--- src/sv/spt_pkg.sv ---
// Subnet prefix table: shared types, codes and sizes.
// Used by every module of the block; depends on nothing.
package spt_pkg;

  localparam int TABLE_DEPTH = 256;
  localparam int IDX_W       = $clog2(TABLE_DEPTH);
  localparam int CNT_W       = $clog2(TABLE_DEPTH + 1);

  localparam logic [1:0] KIND_INSERT = 2'd0;
  localparam logic [1:0] KIND_REMOVE = 2'd1;
  localparam logic [1:0] KIND_LOOKUP = 2'd2;

  localparam logic [1:0] ST_OK        = 2'd0;
  localparam logic [1:0] ST_FULL      = 2'd1;
  localparam logic [1:0] ST_BAD_INDEX = 2'd2;

  typedef struct packed {
    logic [1:0]  kind;
    logic        is_ipv6;
    logic [63:0] address_high;
    logic [63:0] address_low;
    logic [7:0]  prefix_length;
    logic [7:0]  entry_index;
  } spt_req_t;

  typedef struct packed {
    logic [1:0] status;
    logic       found;
    logic [7:0] match_index;
    logic [8:0] entry_count;
  } spt_rsp_t;

  typedef struct packed {
    logic        family;
    logic [7:0]  prefix;
    logic [63:0] high;
    logic [63:0] low;
  } spt_entry_t;

  typedef struct packed {
    logic             we;
    logic [IDX_W-1:0] waddr;
    spt_entry_t       wdata;
    logic             re;
    logic [IDX_W-1:0] raddr;
  } spt_mem_ctl_t;

  typedef enum logic [2:0] {
    S_IDLE,
    S_INSERT,
    S_REM_RD,
    S_REM_WR,
    S_SCAN
  } spt_state_e;

endpackage

--- src/sv/spt_match.sv ---
// Prefix compare unit: one stored entry against the lookup address.
// Depends on spt_pkg.
module spt_match (
  input  logic                is_ipv6_i,
  input  logic [63:0]         address_high_i,
  input  logic [63:0]         address_low_i,
  input  spt_pkg::spt_entry_t entry_i,
  output logic                hit_o
);
  import spt_pkg::*;

  logic [127:0] diff;
  logic [127:0] mask6;
  logic [31:0]  mask4;
  logic         bits_eq;

  // Shifts of 32 or 128 and more give an all-ones mask: long prefixes saturate.
  assign diff    = {address_high_i, address_low_i} ^ {entry_i.high, entry_i.low};
  assign mask6   = ~({128{1'b1}} >> entry_i.prefix);
  assign mask4   = ~({32{1'b1}} >> entry_i.prefix);
  assign bits_eq = is_ipv6_i ? ~|(diff & mask6) : ~|(diff[31:0] & mask4);
  assign hit_o   = (entry_i.family == is_ipv6_i) && bits_eq;

endmodule

--- config.mk ---
export PLATFORM = sky130hd
export DESIGN_NAME = spt_match
export DESIGN_NICKNAME = d
export VERILOG_FILES = /design/src/sv/spt_pkg.sv /design/src/sv/spt_match.sv
export SDC_FILE = /design/constraint.sdc
export NUM_CORES = 1
export LEC_CHECK = 0
export ABC_AREA = 1
export BUFFER_PORTS_ARGS = -buffer_cell sky130_fd_sc_hd__clkbuf_2
export CAP_MARGIN = 20
export CORE_UTILIZATION = 25
export DETAILED_ROUTE_END_ITERATION = 16
export PLACE_DENSITY = 0.58
export REMOVE_ABC_BUFFERS = 1
export SETUP_SLACK_MARGIN = 0.4
export SKIP_LAST_GASP = 1
export SLEW_MARGIN = 40
export SYNTH_ARGS = -nofsm -noshare
export SYNTH_HDL_FRONTEND = slang
export SYNTH_SLANG_ARGS = --single-unit
--- constraint.sdc ---
create_clock -name vclk -period 3.5
set_input_delay 0.7 -clock vclk [all_inputs]
set_output_delay 0.7 -clock vclk [all_outputs]
set_load 0.005 [all_outputs]
==> impl_metrics.env <==
export IMPL_finalCoreUtilization_pct=40.73
export IMPL_grtUsageMet1_pct=30.22
export IMPL_pre_cts_ws_ns=0.08658
export IMPL_ys_warn_count=0
export IMPL_rows=43
export IMPL_max_freq_mhz=314.8
export IMPL_antenna_found_initial=0
export IMPL_crit_chain="buf_8 > inv_2 > buf_4 > nand2_1 > nor2_2 > nor2_1 > nor2_1 > nand2_1 > nor2_1 > nand2_1 > nor2_1 > nand2_1 > nor2_1 > nand2_1 > nand2_1 > buf_2"
export IMPL_wl_mm=18.95
export IMPL_cellPowerDensity_nw_per_um2=130.6
export IMPL_relSlewSlack_pct=65.17
export IMPL_initial_core_util_pct=26.02
export IMPL_drt_antenna_violating_nets=0
export IMPL_die_y_um=122.9
export IMPL_fin_setup_tns_ns=0
export IMPL_fin_crit_sh_pct=90.76
export IMPL_worst_pin_slew_ns=0.5185
export IMPL_start_kind="primary input"
export IMPL_cp_required_ns=2.80
export IMPL_grtUsageMet2_pct=41.85
export IMPL_port_buffers=267
export IMPL_power_uw=747.2
export IMPL_drc_errors=0
export IMPL_dieArea_sq_um=15100
export IMPL_gp_congestion=0.9811
export IMPL_period_needed_ns=3.177
export IMPL_insertedDiodeCount=0
export IMPL_synth_distinct_cells=26
export IMPL_ir_worst_vdd_mv=0.04527
export IMPL_syn_inst=773
export IMPL_grt_max_degree=18
export IMPL_finalHoldViolCount=0
export IMPL_worst_hold_slack_ns=1.951
export IMPL_wire_per_inst_um=15.23
export IMPL_drt_iter0_markers=438
export IMPL_core_area_sq_um=14040
export IMPL_seq_area_sq_um=0
export IMPL_grt_pass1_vias=5556
export IMPL_timing_final_ws_setup_ns=0.3232
export IMPL_max_stage_delay_ns=0.23
export IMPL_nets=1332
export IMPL_hp_class="in -> out"
export IMPL_drv_cap=0
export IMPL_n_clock_buffer=0
export IMPL_grt_util_met3_pct=3.459
export IMPL_grt_use_total_pct=24.10
export IMPL_ys_seq_area_share_pct=0
export IMPL_place_hpwl_mm=16.21
export IMPL_critPathSlowestCell="nor2_2"
export IMPL_overflow=0
export IMPL_firstDrtPassIters=6
export IMPL_numSequentialCells=0
export IMPL_via_per_inst=4.677
export IMPL_area_growth_pct=56.54
export IMPL_rsz0062_at_grt="true"
export IMPL_ios=267
export IMPL_slew_violations=0
export IMPL_status="finished, final reports clean"
export IMPL_crit_arrival_ns=2.48
export IMPL_worstPathMaxFanout=7
export IMPL_top_usage_layer="met2"
export IMPL_setup_viol=0
export IMPL_cp_end_kind="output port"
export IMPL_cpMostUsedCell="nand2_1"
export IMPL_crit_type="in -> out"
export IMPL_grt_pass1_wl_mm=27.48
export IMPL_postSynthAreaPerCell_sq_um=4.726
export IMPL_drive_above_1_share_pct=33.83
export IMPL_vias=5818
export IMPL_die_w_um=122.9
export IMPL_p_leak_uw=0.003445
export IMPL_synth_area_sq_um=3654
logic make-up (layout without fill, tap and decap cells):
logic type      after synthesis  count (layout)  share of synthesized area [%]
simple gates                502             502                          54.45
xor+xnor                    103             103                          24.69
buf+inv                      92             383                          9.897
compound gates               76              76                          10.96
power by group:
part,internal [uW],switching [uW]
Combinational,322,425
Sequential,0,0
Clock,0,0
placed cells by master, fill, tap and decap left out, types with 2 or more instances in the layout:
cell type	synthesis	final
nand4_1	3	3
xor2_1	81	81
nor2_1	103	91
clkbuf_2	0	259
buf_2	13	4
buf_12	0	3
nand3_1	45	43
xnor2_1	22	22
nor2_4	2	7
nand2_1	338	323
or2_2	2	2
a21boi_0	2	2
nand3_2	0	2
inv_1	71	66
nor3_1	2	2
o21ai_2	0	2
nor2_2	4	11
a21oi_2	1	3
a21oi_1	17	14
inv_4	0	3
inv_2	5	5
buf_4	0	31
o21ai_0	40	35
clkinvlp_4	0	2
o21ai_1	11	14
buf_6	0	5
nand2_2	0	13
o211ai_1	3	3
synth_stat cells (3+ instances only):
cell type / instances / area share, %
nand2_1: 338 / 35
nor2_1: 103 / 11
xor2_1: 81 / 19
inv_1: 71 / 7.3
nand3_1: 45 / 6.2
o21ai_0: 40 / 5.5
xnor2_1: 22 / 5.3
a21oi_1: 17 / 2.3
buf_2: 13 / 1.8
o21ai_1: 11 / 1.5
inv_2: 5 / 0.51
nor2_2: 4 / 0.68
nand4_1: 3 / 0.51
o211ai_1: 3 / 0.62
final timing paths:
path | start | cells past startpoint | endpoint
min | entry_i[134] | 7 | hit_o
max | entry_i[133] | 16 | hit_o
final cells by class:
class / instances / area (sq um)
tap: 180 / 225.2
timing repair buffer: 307 / 1754
fill: 1628 / 8323
inverter: 76 / 300.3
multi-input combinational: 681 / 3440
per-stage QoR:
| stage | cells | area, sq um |
|---|---|---|
| 6_report | 1244 | 5719 |
| 5_1_grt | 1244 | 5719 |
| 4_1_cts | 1232 | 5525 |
| 3_5_place_dp | 1223 | 5294 |
| 3_3_place_gp | 1223 | 5294 |
| 2_1_floorplan | 757 | 3577 |
critical path, delay by kind of cell:
family                 cells  cell delay (ns)
AND/OR/NAND/NOR           12             1.20
buffers and inverters      4             0.57
metal layers:
layer | up-vias | part of all wire, %
li1 | 2963 | -
met1 | 2466 | 41
met2 | 349 | 46
met3 | 40 | 10
met4 | 0 | 3.1
met5 | - | 0
what timing repair did:
item / CTS / global route
hold buffers: 0 / 0
resized for setup: 44 / 35
pin swaps: 9 / 16
cloned: 1 / 1
setup endpoints to repair: 1 / 1
buffers inserted: 8 / 11
hold endpoints to repair: 0 / 0
Power figures use the tool's default switching activity.
